===== config.mk =====
export PLATFORM = sky130hd
export DESIGN_NAME = mvsf_band_div
export DESIGN_NICKNAME = d
export VERILOG_FILES = /design/src/sv/mvsf_pkg.sv /design/src/sv/mvsf_band_div.sv
export SDC_FILE = /design/constraint.sdc
export NUM_CORES = 2
export LEC_CHECK = 0
export BUFFER_PORTS_ARGS = -buffer_cell sky130_fd_sc_hd__buf_2
export CORE_MARGIN = 2
export CORE_UTILIZATION = 38
export DETAILED_ROUTE_END_ITERATION = 8
export GPL_TIMING_DRIVEN = 0
export PLACE_DENSITY = 0.5
export RECOVER_POWER = 25
export SLEW_MARGIN = 30
export SYNTH_ARGS = -nofsm -noshare
export SYNTH_HDL_FRONTEND = slang
export SYNTH_MEMORY_MAX_BITS = 65536
export SYNTH_SLANG_ARGS = --single-unit

===== constraint.sdc =====
create_clock -name clock -period 5.04 [get_ports clock]
set_input_delay 0.252 -clock clock [delete_from_list [all_inputs] [get_ports clock]]
set_output_delay 0.252 -clock clock [all_outputs]
set_load 0.01 [all_outputs]

===== src/sv/mvsf_pkg.sv =====
// Shared constants and types of the mesh vertex sizing field.
`timescale 1ns / 1ps
package mvsf_pkg;
   localparam int VW = 32;            // value width, unsigned fixed point
   localparam int FB = 16;            // fraction bits
   localparam int NW = VW + 2 * FB;   // curvature dividend width
   localparam int RW = 2 * VW;        // square root radicand width
   localparam int TW = FB + 1;        // blend parameter t, 0..1 inclusive
   localparam int SW = FB + 2;        // smoothstep terms
   localparam int MW = VW + SW - FB;  // scaled blend difference
   localparam int KW = 2;             // surface kind width
   localparam int AW = 5;             // register address width
   localparam int IW = AW - 2;        // register index width

   localparam logic [VW-1:0] VMAX = '1;
   localparam logic [TW-1:0] ONE = TW'(1) << FB;

   localparam logic [KW-1:0] KIND_OTHER = KW'(0);
   localparam logic [KW-1:0] KIND_PLANE = KW'(1);
   localparam logic [KW-1:0] KIND_CYL   = KW'(2);
   localparam logic [KW-1:0] KIND_SPARE = KW'(3);

   localparam logic [IW-1:0] REG_GEOM_TOL = IW'(0);
   localparam logic [IW-1:0] REG_MIN_LEN  = IW'(1);
   localparam logic [IW-1:0] REG_MAX_LEN  = IW'(2);
   localparam logic [IW-1:0] REG_UNI_LEN  = IW'(3);
   localparam logic [IW-1:0] REG_BAND     = IW'(4);
   localparam logic [IW-1:0] REG_EDGE_LEN = IW'(5);
   localparam logic [IW-1:0] REG_ADAPTIVE = IW'(6);

   typedef struct packed {
      logic [VW-1:0] curv;
      logic [VW-1:0] fdist;
      logic          plane;
      logic          cyl;
      logic          kzero;
   } mvsf_item_type;

   typedef struct packed {
      mvsf_item_type item;
      logic [RW-1:0] prad;
   } mvsf_div_side_type;

   typedef struct packed {
      mvsf_item_type item;
      logic          sat_p;
      logic          sat_c;
   } mvsf_root_side_type;

   typedef struct packed {
      logic [VW-1:0] curv;
      logic [VW-1:0] fdist;
      logic [VW-1:0] hpatch;
      logic [VW-1:0] hcurv;
      logic [VW-1:0] hreg;
   } mvsf_size_type;

   typedef struct packed {
      logic [VW-1:0] curv;
      logic [VW-1:0] fdist;
      logic [VW-1:0] hpatch;
      logic [VW-1:0] hcurv;
      logic [VW-1:0] hreg;
      logic [VW-1:0] hedge;
      logic [VW-1:0] band;
      logic          far;
   } mvsf_band_side_type;
endpackage


===== src/sv/mvsf_band_div.sv =====
// Pipelined divider for the feature blend parameter distance / band.
`timescale 1ns / 1ps
module mvsf_band_div (
   input  logic                         clock,
   input  logic                         reset,
   input  logic                         adv,
   input  logic                         in_vld,
   input  mvsf_pkg::mvsf_band_side_type in_side,
   output logic                         out_vld,
   output logic [mvsf_pkg::TW-1:0]      out_t,
   output mvsf_pkg::mvsf_band_side_type out_side
);
   logic                         vld_ff  [mvsf_pkg::FB];
   logic [mvsf_pkg::VW-1:0]      rem_ff  [mvsf_pkg::FB];
   logic [mvsf_pkg::FB-1:0]      quo_ff  [mvsf_pkg::FB];
   mvsf_pkg::mvsf_band_side_type side_ff [mvsf_pkg::FB];

   for (genvar g = 0; g < mvsf_pkg::FB; g++) begin : g_stage
      logic                         vld_p;
      logic [mvsf_pkg::VW-1:0]      rem_p;
      logic [mvsf_pkg::FB-1:0]      quo_p;
      mvsf_pkg::mvsf_band_side_type side_p;
      logic [mvsf_pkg::VW:0]        rem_sh;
      logic [mvsf_pkg::VW:0]        diff;
      logic                         ge;

      if (g == 0) begin : g_first
         // distance below band: integer quotient bits are all zero
         assign vld_p  = in_vld;
         assign rem_p  = in_side.far ? '0 : in_side.fdist;
         assign quo_p  = '0;
         assign side_p = in_side;
      end else begin : g_next
         assign vld_p  = vld_ff[g-1];
         assign rem_p  = rem_ff[g-1];
         assign quo_p  = quo_ff[g-1];
         assign side_p = side_ff[g-1];
      end

      assign rem_sh = {rem_p, 1'b0};
      assign diff   = rem_sh - {1'b0, side_p.band};
      assign ge     = rem_sh >= {1'b0, side_p.band};

      always_ff @(posedge clock) begin
         if (reset) begin
            vld_ff[g] <= 1'b0;
         end else if (adv) begin
            vld_ff[g] <= vld_p;
         end
      end

      always_ff @(posedge clock) begin
         if (adv) begin
            rem_ff[g]  <= ge ? diff[mvsf_pkg::VW-1:0] : rem_sh[mvsf_pkg::VW-1:0];
            quo_ff[g]  <= {quo_p[mvsf_pkg::FB-2:0], ge};
            side_ff[g] <= side_p;
         end
      end
   end

   assign out_vld  = vld_ff[mvsf_pkg::FB-1];
   assign out_side = side_ff[mvsf_pkg::FB-1];
   assign out_t    = out_side.far ? mvsf_pkg::ONE : {1'b0, quo_ff[mvsf_pkg::FB-1]};
endmodule


# After elaboration in Yosys (flattened, before gate mapping)
# Memories as Yosys holds them, arrays and structs flattened.
# Cells that the tools add are included.
dict set report word_totals {
  regBits 0
  ramBits 4384
  output_inout_bits 243
  word_cells 92
  memories 4
}
# memory words word_bits read_ports rd_clocked_by_memory_dff write_ports line_no
set memory_table {}
lappend memory_table {side_ff 16 225 16 0 16 mvsf_band_div.sv:16} ;# mvsf_pkg::mvsf_band_side_type side_ff [mvsf_pkg::FB];
lappend memory_table {rem_ff 16 32 15 0 16 mvsf_band_div.sv:14} ;# logic [mvsf_pkg::VW-1:0] rem_ff [mvsf_pkg::FB];
lappend memory_table {quo_ff 16 16 16 0 16 mvsf_band_div.sv:15} ;# logic [mvsf_pkg::FB-1:0] quo_ff [mvsf_pkg::FB];
lappend memory_table {vld_ff 16 1 16 0 16 mvsf_band_div.sv:13} ;# logic vld_ff [mvsf_pkg::FB];
dict set report op_classes {
  n_addsub 16
  order_cmp 16
  mux 40
  bitwise_logic 16
}
# cell count
set ops {}
lappend ops {{32-bit 2-to-1 mux} 17}
lappend ops {{33-bit by 32-bit >= comparator with 1-bit output} 16}
lappend ops {{32-bit subtractor} 16}
lappend ops {{1-bit 2-to-1 mux} 22}
lappend ops {{17-bit 2-to-1 mux} 1}
lappend ops {{1-bit OR} 16}

# Longest topological paths before layout
dict set report depth {
  ltp_word 4
  mapped_depth 16
  depth_no_buf 14
}

# Worst setup path after synthesis
# No wires, ideal clock.
dict set report synth_path {
  path_kind {in2reg}
  start {input in_side[0] in the netlist's numbering}
  end {memory rem_ff[0][13] in the netlist's numbering, data pin}
  setup_time_ps 260
  t_arrival_ps 3317
  required_time_ps 4780
  slack_ps 1463
  stages 15
  path_cell_list {clkbuf_1 > clkbuf_1 > nor2b_1 > ha_1 > a21o_1 > a21oi_1 > nor2b_1 > a211o_1 > a211oi_1 > o211ai_1 > o22ai_1 > a221o_1 > buf_2 > buf_2 > mux2_2}
}
# item line_no
set synth_lines {}
lappend synth_lines {{start, declared} mvsf_band_div.sv:8} ;# input mvsf_pkg::mvsf_band_side_type in_side,
lappend synth_lines {{end, declared} mvsf_band_div.sv:14}

==> results.sh <==
export IMPL_maxSlewViolCount=0
export IMPL_status="completed"
export IMPL_vdd_ir_drop_max_uv=319.8
export IMPL_gp_congestion=0.9036
export IMPL_grt_usage_pct=13.73
export IMPL_clock_sinks=4232
export IMPL_grt_max_degree=140
export IMPL_required_ns=5.70
export IMPL_chipWidth_um=653.0
export IMPL_cts_max_path_buffers=4
export IMPL_fmax_mhz=211.1
export IMPL_synth_fp_nets=10091
export IMPL_cellLeakagePower_nw=69.59
export IMPL_antenna_found_initial=2
export IMPL_hold_class="input pin to flip-flop"
export IMPL_slew_headroom_pct=29.44
export IMPL_num_vias=78820
export IMPL_fin_setup_tns_ns=0
export IMPL_hold_violations=0
export IMPL_dp_slack_ns=-0.4279
export IMPL_timing_final_crit_share_pct=93.97
export IMPL_cts_tree="built"
export IMPL_routed_wl_um=300100
export IMPL_port_buffers=471
export IMPL_cts_root_buf="clkbuf_16"
export IMPL_syn_to_final_growth_pct=18.06
export IMPL_cap_viol_max_count=0
export IMPL_first_pass_iters=6
export IMPL_routedWlPerCell_um=18.07
export IMPL_post_route_min_period_ns=4.736
export IMPL_drive_above_1_share_pct=12.15
export IMPL_die_area_sq_um=426400
export IMPL_layout_commonest_cell="edfxtp_1"
export IMPL_fin_ws_ns=0.3039
export IMPL_r2r_setup_slack_ns=0.30
export IMPL_ys_ff_latch=4232
export IMPL_synth_ff_type="edfxtp_1"
export IMPL_cpPeakStageDelay_ns=0.66
export IMPL_synthArstFlopShare_pct=0
export IMPL_gr_total_overflow=0
export IMPL_yosysUniqueCellTypes=97
export IMPL_dp_hpwl_um=203900
export IMPL_clock_latency_ns=0.99
export IMPL_ys_warn_count=0
export IMPL_layout_common_cells="edfxtp_1 (4232), inv_1 (656), a21oi_1 (589), ha_1 (511), buf_2 (487)"
export IMPL_synth_edf_count=4232
export IMPL_cts_buffers=441
export IMPL_cpMaxStageDelayCell="a41oi_2"
export IMPL_die_h_um=653.0
export IMPL_post_cts_buffers=0
export IMPL_powerDensity_nw_per_um2=536.7
export IMPL_syn_area_sq_um=160100
export IMPL_whs_ns=0.08937
export IMPL_end_kind="flip-flop"
export IMPL_core_area_sq_um=419900
export IMPL_num_io_pins=472
export IMPL_path_max_fanout=10
export IMPL_path_clk_slew_ns=0.05
export IMPL_worstMarginPinSlew_ns=1.050
export IMPL_synth_cells=9336
export IMPL_grt_pass1_wl_um=462100
export IMPL_vias_per_cell=4.746
export IMPL_initial_core_util_pct=38.12
export IMPL_rsz0062_at_grt="false"
export IMPL_nFillCells=36276
export IMPL_cts_htree_levels=5
export IMPL_synth_avg_cell_area_sq_um=17.15
export IMPL_cp_cell_sequence="inv_1, ha_1, nor2b_1, o31a_1, o31ai_1, o21ai_0, a21oi_1, o31a_1, o21ai_1, a41oi_2, clkbuf_1, o21ai_0"
export IMPL_critical_path_arrival_ns=5.39
export IMPL_drc=0
export IMPL_drt_iter0_markers=5098
export IMPL_synth_seq_area_share_pct=79.39
export IMPL_setup_viol=0
export IMPL_ant_nets=0
export IMPL_core_rowCount=238
export IMPL_grt_pass1_vias=81446
export IMPL_fin_nets=11472
export IMPL_finClkSkew_ns=0.09687
export IMPL_crit_path_start_kind="flip-flop"
export IMPL_crit_type="flip-flop to flip-flop"
[worst max-delay path: cells and delay by family, from the launching register on]
kind,cells,cell delay [ns]
buffers and inverters,2,0.73
DFF,1,0.45
adders and majority gates,1,0.23
and+or+nand+nor,1,0.14
AOI/OAI and AO/OA,8,2.88
[metal layers]
layer / GRT usage, % / vias up / share of wire [%]
li1: - / 38272 / -
met4: 6.045 / 0 / 4.5
met1: 16.18 / 38461 / 40
met5: 0 / - / 0
met2: 24.45 / 1436 / 51
met3: 2.458 / 651 / 4.0
[cells in the mapped netlist, types with 15 or more instances]
cell	instances	share of area (%)
edfxtp_1	4232	79
inv_1	656	1.5
a21oi_1	589	1.8
ha_1	511	4.0
nand2_1	452	1.1
o21ai_0	401	1.3
nor2_1	362	0.85
a21o_1	265	1.2
xnor2_1	245	1.3
xor2_1	161	0.88
clkbuf_1	123	0.29
nor2b_1	117	0.46
nand3_1	103	0.32
mux2_2	91	0.64
nand4_1	80	0.31
nand2b_1	64	0.25
a31oi_1	61	0.24
o21bai_1	61	0.29
nor3_1	60	0.19
o21a_1	56	0.26
and3_1	53	0.21
and2_1	44	0.17
buf_2	40	0.13
a211oi_1	39	0.18
o31ai_1	39	0.18
o211ai_1	28	0.13
mux2_4	26	0.24
a211o_1	21	0.11
or2_2	21	0.082
o31a_1	20	0.11
and4_1	18	0.098
nor4_1	18	0.070
or3_1	18	0.070
o2111ai_1	17	0.093
fa_1	15	0.19
[flip-flops by register name, indices dropped and copies added, names as in the netlist]
name / cells
vld_ff: 16
side_ff: 3600
quo_ff: 136
rem_ff: 480
[per-stage QoR]
stage / area (sq um) / util [%] / cells / power (W)
finish: 189000 / 45.01 / 16606 / 0.1014
global route: 189000 / 45.01 / 16605 / 0.1071
CTS: 188900 / 45.00 / 16601 / 0.1030
detailed placement: 170400 / 40.58 / 15364 / 0.07028
global placement: 169300 / 40.33 / 15327 / 0.07146
floorplan: 160100 / - / 9336 / 0.06245
[final cells by class]
type / count / area, sq um / share of cell area (%)
Clock buffer: 525 / 11390 / 6.029
Multi-Input combinational cell: 4262 / 29710 / 15.72
Sequential cell: 4232 / 127100 / 67.24
Inverter: 657 / 2466 / 1.305
Buffer: 185 / 843.3 / 0.4462
Tap cell: 5520 / 6907 / 3.655
Timing Repair Buffer: 938 / 7672 / 4.060
Antenna cell: 3 / 7.507 / 0.003972
Clock inverter: 284 / 2898 / 1.533
[where the power goes]
group          internal (W)  switching, W  leakage (nW)  total, W
clock network        0.0184        0.0133          6.94    0.0317
registers            0.0441       0.00180          41.4    0.0459
logic               0.00959        0.0142          21.2    0.0238
[timing repair]
| item | 4_1_cts | 5_1_grt |
|---|---|---|
| hold buffers | 428 | 0 |
| resized for setup | 0 | 3 |
| hold endpoints to repair | 388 | 0 |
| endpoints found under the setup margin | 0 | 127 |
[final timing paths]
path / startpoint / to / depth (start not counted)
setup / recovery: side_ff[0][677] / rem_ff[0][130] / 12
hold / removal: in_side[78] / side_ff[0][78] / 2
setup reg to reg: side_ff[0][677] / rem_ff[0][130] / 12
hold reg to reg: side_ff[0][1392] / side_ff[0][1617] / 0
[cells by family after synthesis]
group,Yosys count,share of synthesized area (%)
buf+inv,842,2.067
compound gates,1762,6.901
flops,4232,79.39
simple gates,1442,4.297
xor+xnor,406,2.221
mux,126,0.9419
fa+ha+maj,526,4.182
Power figures use the tool's default switching activity.
