==> config.mk <==
export PLATFORM = sky130hd
export DESIGN_NAME = mvsf_blend
export DESIGN_NICKNAME = d
export VERILOG_FILES = /design/src/sv/mvsf_pkg.sv /design/src/sv/mvsf_blend.sv
export SDC_FILE = /design/constraint.sdc
export NUM_CORES = 2
export LEC_CHECK = 0
export BUFFER_PORTS_ARGS = -buffer_cell sky130_fd_sc_hd__buf_2
export CAP_MARGIN = 10
export CORE_ASPECT_RATIO = 0.5
export CORE_MARGIN = 8
export CORE_UTILIZATION = 50
export DETAILED_ROUTE_END_ITERATION = 6
export PLACE_DENSITY_LB_ADDON = 0.3
export SLEW_MARGIN = 25
export SYNTH_ARGS = -nofsm -noshare
export SYNTH_HDL_FRONTEND = slang
export SYNTH_SLANG_ARGS = --single-unit
==> constraint.sdc <==
create_clock -name clock -period 18 [get_ports clock]
set_input_delay 3.6 -clock clock [delete_from_list [all_inputs] [get_ports clock]]
set_output_delay 3.6 -clock clock [all_outputs]
set_load 0.02 [all_outputs]
==> src/sv/mvsf_pkg.sv <==
// Shared constants and types of the mesh vertex sizing field.
`timescale 1ns / 1ps
package mvsf_pkg;
   localparam int VW = 32;            // value width, unsigned fixed point
   localparam int FB = 16;            // fraction bits
   localparam int NW = VW + 2 * FB;   // curvature dividend width
   localparam int RW = 2 * VW;        // square root radicand width
   localparam int TW = FB + 1;        // blend parameter t, 0..1 inclusive
   localparam int SW = FB + 2;        // smoothstep terms
   localparam int MW = VW + SW - FB;  // scaled blend difference
   localparam int KW = 2;             // surface kind width
   localparam int AW = 5;             // register address width
   localparam int IW = AW - 2;        // register index width

   localparam logic [VW-1:0] VMAX = '1;
   localparam logic [TW-1:0] ONE = TW'(1) << FB;

   localparam logic [KW-1:0] KIND_OTHER = KW'(0);
   localparam logic [KW-1:0] KIND_PLANE = KW'(1);
   localparam logic [KW-1:0] KIND_CYL   = KW'(2);
   localparam logic [KW-1:0] KIND_SPARE = KW'(3);

   localparam logic [IW-1:0] REG_GEOM_TOL = IW'(0);
   localparam logic [IW-1:0] REG_MIN_LEN  = IW'(1);
   localparam logic [IW-1:0] REG_MAX_LEN  = IW'(2);
   localparam logic [IW-1:0] REG_UNI_LEN  = IW'(3);
   localparam logic [IW-1:0] REG_BAND     = IW'(4);
   localparam logic [IW-1:0] REG_EDGE_LEN = IW'(5);
   localparam logic [IW-1:0] REG_ADAPTIVE = IW'(6);

   typedef struct packed {
      logic [VW-1:0] curv;
      logic [VW-1:0] fdist;
      logic          plane;
      logic          cyl;
      logic          kzero;
   } mvsf_item_type;

   typedef struct packed {
      mvsf_item_type item;
      logic [RW-1:0] prad;
   } mvsf_div_side_type;

   typedef struct packed {
      mvsf_item_type item;
      logic          sat_p;
      logic          sat_c;
   } mvsf_root_side_type;

   typedef struct packed {
      logic [VW-1:0] curv;
      logic [VW-1:0] fdist;
      logic [VW-1:0] hpatch;
      logic [VW-1:0] hcurv;
      logic [VW-1:0] hreg;
   } mvsf_size_type;

   typedef struct packed {
      logic [VW-1:0] curv;
      logic [VW-1:0] fdist;
      logic [VW-1:0] hpatch;
      logic [VW-1:0] hcurv;
      logic [VW-1:0] hreg;
      logic [VW-1:0] hedge;
      logic [VW-1:0] band;
      logic          far;
   } mvsf_band_side_type;
endpackage

==> src/sv/mvsf_blend.sv <==
// Smoothstep feature blend, minimum and clamp; last stage is the output register.
`timescale 1ns / 1ps
module mvsf_blend (
   input  logic                         clock,
   input  logic                         reset,
   input  logic                         adv,
   input  logic                         in_vld,
   input  logic [mvsf_pkg::TW-1:0]      in_t,
   input  mvsf_pkg::mvsf_band_side_type in_side,
   input  logic [mvsf_pkg::VW-1:0]      hmin,
   input  logic [mvsf_pkg::VW-1:0]      hmax,
   input  logic [mvsf_pkg::VW-1:0]      uni_len,
   input  logic                         uni_mode,
   output logic                         out_vld,
   output logic [mvsf_pkg::VW-1:0]      out_target,
   output logic [mvsf_pkg::VW-1:0]      out_curv
);
   logic                         vld1_ff, vld2_ff, vld3_ff, vld4_ff;
   mvsf_pkg::mvsf_band_side_type side1_ff, side2_ff, side3_ff;
   logic [mvsf_pkg::TW-1:0]      u_ff;
   logic [mvsf_pkg::SW-1:0]      w_ff;
   logic [mvsf_pkg::SW-1:0]      s_ff;
   logic [mvsf_pkg::MW-1:0]      mag_ff;
   logic                         up_ff;
   logic [mvsf_pkg::VW-1:0]      target_ff, curv_ff;

   logic [2*mvsf_pkg::TW-1:0]          tt;
   logic [mvsf_pkg::TW-1:0]            u_in;
   logic [mvsf_pkg::SW-1:0]            w_in;
   logic [mvsf_pkg::TW+mvsf_pkg::SW-1:0] uw;
   logic [mvsf_pkg::SW-1:0]            s_in;
   logic                               up_in;
   logic [mvsf_pkg::VW-1:0]            diff;
   logic [mvsf_pkg::VW+mvsf_pkg::SW-1:0] dprod;
   logic [mvsf_pkg::MW-1:0]            mag_in;
   logic [mvsf_pkg::MW-1:0]            sum;
   logic [mvsf_pkg::VW-1:0]            feat;
   logic [mvsf_pkg::VW-1:0]            m_a, m_b, m_all, clamped;
   logic [mvsf_pkg::VW-1:0]            target_in;

   // stage 1: t squared and (3 - 2t)
   always_comb begin
      tt   = {{mvsf_pkg::TW{1'b0}}, in_t} * {{mvsf_pkg::TW{1'b0}}, in_t};
      u_in = tt[mvsf_pkg::FB +: mvsf_pkg::TW];
      w_in = (mvsf_pkg::SW'(3) << mvsf_pkg::FB) - {in_t, 1'b0};
   end

   // stage 2: smoothstep weight
   always_comb begin
      uw   = {{mvsf_pkg::SW{1'b0}}, u_ff} * {{mvsf_pkg::TW{1'b0}}, w_ff};
      s_in = uw[mvsf_pkg::FB +: mvsf_pkg::SW];
   end

   // stage 3: scaled difference between regular and edge length
   always_comb begin
      up_in  = side2_ff.hreg >= side2_ff.hedge;
      diff   = up_in ? side2_ff.hreg - side2_ff.hedge : side2_ff.hedge - side2_ff.hreg;
      dprod  = {{mvsf_pkg::SW{1'b0}}, diff} * {{mvsf_pkg::VW{1'b0}}, s_ff};
      mag_in = dprod[mvsf_pkg::VW+mvsf_pkg::SW-1:mvsf_pkg::FB];
   end

   // stage 4: feature length, minimum, clamp
   always_comb begin
      sum = {{(mvsf_pkg::MW-mvsf_pkg::VW){1'b0}}, side3_ff.hedge} + mag_ff;
      if (up_ff) begin
         feat = (sum[mvsf_pkg::MW-1:mvsf_pkg::VW] != '0) ? mvsf_pkg::VMAX
                                                           : sum[mvsf_pkg::VW-1:0];
      end else if (mag_ff > {{(mvsf_pkg::MW-mvsf_pkg::VW){1'b0}}, side3_ff.hedge}) begin
         feat = mvsf_pkg::VMAX;
      end else begin
         feat = side3_ff.hedge - mag_ff[mvsf_pkg::VW-1:0];
      end
      m_a     = (side3_ff.hcurv < feat) ? side3_ff.hcurv : feat;
      m_b     = (side3_ff.hpatch < hmax) ? side3_ff.hpatch : hmax;
      m_all   = (m_a < m_b) ? m_a : m_b;
      clamped = (m_all < hmin) ? hmin : m_all;
      if (clamped > hmax) begin
         clamped = hmax;
      end
      target_in = uni_mode ? uni_len : clamped;
   end

   always_ff @(posedge clock) begin
      if (reset) begin
         vld1_ff <= 1'b0;
         vld2_ff <= 1'b0;
         vld3_ff <= 1'b0;
         vld4_ff <= 1'b0;
      end else if (adv) begin
         vld1_ff <= in_vld;
         vld2_ff <= vld1_ff;
         vld3_ff <= vld2_ff;
         vld4_ff <= vld3_ff;
      end
   end

   always_ff @(posedge clock) begin
      if (adv) begin
         u_ff      <= u_in;
         w_ff      <= w_in;
         side1_ff  <= in_side;
         s_ff      <= s_in;
         side2_ff  <= side1_ff;
         mag_ff    <= mag_in;
         up_ff     <= up_in;
         side3_ff  <= side2_ff;
         target_ff <= target_in;
         curv_ff   <= side3_ff.curv;
      end
   end

   assign out_vld    = vld4_ff;
   assign out_target = target_ff;
   assign out_curv   = curv_ff;

   a_hold: assert property (@(posedge clock) disable iff (reset)
      !adv |=> $stable(out_vld) && $stable(out_target) && $stable(out_curv))
      else $error("output word changed while stalled");

   a_clamp: assert property (@(posedge clock) disable iff (reset)
      adv && vld3_ff && !uni_mode && hmin <= hmax |=>
         out_target >= $past(hmin) && out_target <= $past(hmax))
      else $error("target length outside clamp range");

   a_uni: assert property (@(posedge clock) disable iff (reset)
      adv && vld3_ff && uni_mode |=> out_target == $past(uni_len))
      else $error("uniform length not delivered");
endmodule

[Word-level counts from Yosys, hierarchy flattened]
Cells that the tools add are included.
Storage, ports and cells
  bits in registers: 604
  bits in latches: 0
  memory bits (writable): 0
  ROM bits: 0
  bits of input ports: 343
  memories kept: 0
Operators by class
  add/sub/neg operators: 5
  multipliers: 3
  divide/modulo/power cells: 0
  magnitude comparators: 7
  eq/ne operators: 0
  shift operators: 0
  muxes and demuxes: 10
  bitwise logic cells: 0
  reduce and logical (&&, ||, !) cells: 1
Operator list (number)
  $mux W32: 10
  $lt A32 B32 Y1: 4
  $sub A32 B32 Y32: 3
  $mul A32 B18 Y50: 1
  $add A32 B34 Y34: 1
  $gt A34 B32 Y1: 1
  $mul A17 B18 Y34: 1
  $mul A17 B17 Y33: 1
  $ge A32 B32 Y1: 1
  $gt A32 B32 Y1: 1
  $sub A18 B18 Y18 const A: 1
  $reduce_bool A2 Y1: 1

[Logic depth before layout (Yosys ltp)]
  word-level depth: 13
  depth in mapped cells: 72
  gate-level depth less buffers: 66

[Worst setup path after synthesis]
OpenSTA, ideal clock, no wires.
  path kind: in2reg
  start: input hmax[8] in the netlist's numbering
  end: register target_ff, in the netlist out_target[15], data pin
  library setup time: 256 ps
  arrival time: 13490 ps
  slack: 4254 ps
  stages: 51
  path buffers: 6
  cell sequence: inv_1 ha_1 a21o_1 a211o_1 a211oi_1 o21ai_0 a211oi_1 o31a_1 clkbuf_1 clkbuf_1 mux2i_1 ha_1 and4_1 a21oi_1 nand2_1 a221o_1 or3_1 nor2_1 [... 15 more ...] buf_2 buf_2 mux2_2 ha_1 nor2b_1 o21a_1 o21a_1 o21a_1 o21ai_0 nand2b_1 a211oi_1 o21ai_0 o21a_1 o21ai_1 clkbuf_1 nor2_1 a311o_1 a22o_1
On the way
  longest elaborated chain between the ends: 9
RTL lines
  start, declared: line mvsf_blend.sv:11  | input logic [mvsf_pkg::VW-1:0] hmax,
  $lt A32 B32 Y1: line mvsf_blend.sv:74  | m_b = (side3_ff.hpatch < hmax) ? side3_ff.hpatch : hmax;
  $mux W32: line mvsf_blend.sv:74
  $lt A32 B32 Y1: line mvsf_blend.sv:75  | m_all = (m_a < m_b) ? m_a : m_b;
  $mux W32: line mvsf_blend.sv:75
  $lt A32 B32 Y1: line mvsf_blend.sv:76  | clamped = (m_all < hmin) ? hmin : m_all;
  $mux W32: line mvsf_blend.sv:76
  $gt A32 B32 Y1: line mvsf_blend.sv:77  | if (clamped > hmax) begin
  $mux W32 (*): line mvsf_blend.sv:77
  $mux W32 (*): line mvsf_blend.sv:80  | target_in = uni_mode ? uni_len : clamped;
  via target_in (one bit): line mvsf_blend.sv:39  | logic [mvsf_pkg::VW-1:0] target_in;
  end signal, assigned: line mvsf_blend.sv:107  | target_ff <= target_in;
  end, declared: line mvsf_blend.sv:25  | logic [mvsf_pkg::VW-1:0] target_ff, curv_ff;
The timed path passes the listed nets; every way through them passes the cells marked *.
A chain may end at the register's enable or synchronous reset.

[Worst setup path after layout]
  start: register mag_ff[0] in the netlist's numbering
  end: register target_ff, in the netlist out_target[12], data pin
On the way
  longest elaborated chain between the ends: 13
  elaborated cells between the ends (all ways): 16
RTL lines
  start, declared: line mvsf_blend.sv:23  | logic [mvsf_pkg::MW-1:0] mag_ff;
  start signal, assigned: line mvsf_blend.sv:104  | mag_ff <= mag_in;
  $add A32 B34 Y34: line mvsf_blend.sv:64  | sum = {{(mvsf_pkg::MW-mvsf_pkg::VW){1'b0}}, side3_ff.hedge} + mag_ff;
  $reduce_bool A2 Y1: line mvsf_blend.sv:66  | feat = (sum[mvsf_pkg::MW-1:mvsf_pkg::VW] != '0) ? mvsf_pkg::VMAX
  $mux W32: line mvsf_blend.sv:66
  $mux W32 (*): line mvsf_blend.sv:65  | if (up_ff) begin
  $lt A32 B32 Y1: line mvsf_blend.sv:73  | m_a = (side3_ff.hcurv < feat) ? side3_ff.hcurv : feat;
  $mux W32 (*): line mvsf_blend.sv:73
  $lt A32 B32 Y1: line mvsf_blend.sv:75
  $mux W32 (*): line mvsf_blend.sv:75
  $lt A32 B32 Y1: line mvsf_blend.sv:76
  $mux W32 (*): line mvsf_blend.sv:76
  $gt A32 B32 Y1: line mvsf_blend.sv:77
  $mux W32 (*): line mvsf_blend.sv:77
  $mux W32 (*): line mvsf_blend.sv:80
  via target_in (one bit): line mvsf_blend.sv:39
Marks and branches as above.

==> impl_metrics.yaml <==
grt:
  grt_overflow_total: 0
  grt_max_degree: 192
  grt_use_total: 0.215
  antenna_found_initial: 4
  grt_pass1_wl_um: 249000
  grt_pass1_vias: 45800
setup_path:
  endpoint_kind: "register"
  crit_top_cell: "a21o_1"
  cp.required_ps: 18390
  slowest_stage: "o21a_2"
  path_buf_inv: 8
  critPathKind: "register to register"
  critPathTopFamily: "compound AO/OA/AOI/OAI gates"
  cp-start-kind: "register"
  worstPathArrival_ps: 17070
  max_stage_delay_ps: 720
  worstPathMaxFanout: 43
route:
  drc: 0
  wl_um: 155000
  ant_nets: 0
  num_vias: 44500
  wire_per_inst_um: 18.6
  via_per_inst: 5.35
  drt_pass1_iterations: 5
  first_iter_violations: 3118
synthesis:
  yosys-top-cells-count: "1303 x inv_1, 893 x fa_1, 827 x nand2_1"
  yosysTopAreaCellShare: 0.275
  synth_flop_cell: "edfxtp_1"
  ys_warn_count: 0
  syn-mean-instance-area_um2: 10.3
  synth_area_leader_cell: "edfxtp_1"
  async_flop_share: 0
  synth_cell_type_count: 82
  seq_area_frac_synth: 0.277
  postSynthCellCount: 6359
  syn-num-nets: 8237
  synth_edf_count: 599
  synth_area_leaders: "edfxtp_1 28%, fa_1 27%, ha_1 12%, inv_1 7.5%, nand2_1 4.8%"
  synth.most_common_cell: "inv_1"
  synth.cell_area_um2: 65300
  ys_seq_elements: 603
sta:
  fin_skew_ps: 28.0
  slew_violations: 0
  finalSetupTns_ps: 0
  grt_setup_unrepaired: "false"
  setup_violations: 0
  setup_ws_ps: 1330
  final_hold_viol_count: 0
  worst_slew_pin_slew_ps: 993
  period_minus_slack_ps: 16670
  fin_crit_sh: 0.926
  clock.fmax_mhz: 60.0
  slew_headroom: 0.332
floorplan:
  dieWidth_um: 527
  core_area_um2: 129000
  io_pins: 408
  die_area_um2: 143000
  rows: 93
  fp.dieH_um: 272
  initial_utilization: 0.505
outcome:
  outcome: "complete, no violations"
layout:
  finish.utilization: 0.546
  fill_cells: 11300
  syn_to_final_growth_pct: 8.01
  layout.nets: 8446
  drive_above_1_share: 0.0875
clock_tree:
  clkSlewWorstSetupHoldPaths_ps: 70
  cts_resized: 0
  insertion_delay_ps: 670
  cts_buffer_depth: 3
  holdBufCountCts: 0
  cts_buffers: 56
  cts_root_buf: "clkbuf_16"
  postCtsSetupBuffers: 0
  htreeDepth: 2
  cts_sinks: 603
  cts_tree: "built"
placed_design:
  routabilityCongestion: 0.919
  port-buffer-count: 342
  place_ws_ps: 1470
  post-dp-hpwl_um: 121000
worst_hold_path:
  hold_path_class: "register to register"
run:
  cap_viol_max_count: 0
## metal layers
| layer | track usage | vias to the layer above | wire, um |
|---|---|---|---|
| met5 | 0 | - | 0 |
| met4 | 0.0638 | 0 | 5020 |
| met3 | 0.0327 | 259 | 10200 |
| met2 | 0.360 | 1392 | 73100 |
| met1 | 0.292 | 22100 | 66700 |
| li1 | - | 20800 | - |
## placed cells by master, fill, tap and decap left out, types with 39 or more instances in the layout
master	instances
a21o_1	115
a21oi_1	202
and2_1	283
buf_2	341
buf_4	66
clkbuf_16	56
edfxtp_1	599
fa_1	893
ha_1	642
inv_1	1303
mux2i_1	99
nand2_1	827
nand2b_1	48
nand4_1	51
nor2_1	196
nor2b_1	57
nor3_1	39
o21a_1	39
o21ai_0	130
xnor2_1	85
## cells by family after synthesis
family,count (synthesis),share of synthesized area
multiplexers,137,0.0217
XOR/XNOR,119,0.0160
AO/OA/AOI/OAI,799,0.0834
AND/OR/NAND/NOR,1601,0.114
buffers and inverters,1565,0.0911
flip-flops,603,0.277
adder cells (fa/ha/maj),1535,0.397
## metrics by stage
stage               area, um^2  std cells  hold WS, ps
finish                   70500       8327          409
global route             70500       8325          421
CTS                      70500       8323          412
detailed placement       68700       8219          405
global placement         68700       8219          400
floorplan                65300       6359          400
## flip-flops by register name, summed over array words and instances (netlist names)
| register | count |
|---|---|
| side1_ff | 160 |
| out_vld | 1 |
| side3_ff | 128 |
| out_target | 32 |
| w_ff | 17 |
| up_ff | 1 |
| vld3_ff | 1 |
| mag_ff | 34 |
| vld1_ff | 1 |
| u_ff | 17 |
| s_ff | 18 |
| side2_ff | 160 |
| vld2_ff | 1 |
| out_curv | 32 |
## layout make-up
| cell class | count | area [um^2] | area share |
|---|---|---|---|
| clock buffers | 64 | 1430 | 0.0203 |
| well taps | 1710 | 2140 | 0.0303 |
| multi-input cells | 4191 | 41300 | 0.586 |
| repair buffers | 410 | 2260 | 0.0321 |
| flip-flops and latches | 603 | 18100 | 0.256 |
| diodes | 3 | 7.51 | 0.000106 |
| inverters | 1306 | 4900 | 0.0695 |
| clock inverters | 40 | 378 | 0.00536 |
## worst register-to-register path: cells and delay by family, from the launching register on
kind | cells | cell delay [ps]
flip-flops | 1 | 400
AO/OA/AOI/OAI | 38 | 8570
multiplexers | 4 | 1440
adder cells (fa/ha/maj) | 6 | 1850
buffers and inverters | 8 | 2140
AND/OR/NAND/NOR | 7 | 1980
## path summary, 6_finish.rpt
kind	from	to	slack, ps	cells after the start
setup reg to reg	mag_ff[0]	out_target[12]	1330	63
hold / removal	side1_ff[135]	side2_ff[135]	410	0
hold reg to reg	side1_ff[135]	side2_ff[135]	410	0
setup / recovery	mag_ff[0]	out_target[12]	1330	63
Power is left out: the tool's default activity adds up to more than one toggle a clock period on the data nets, which glitch-free logic cannot reach.
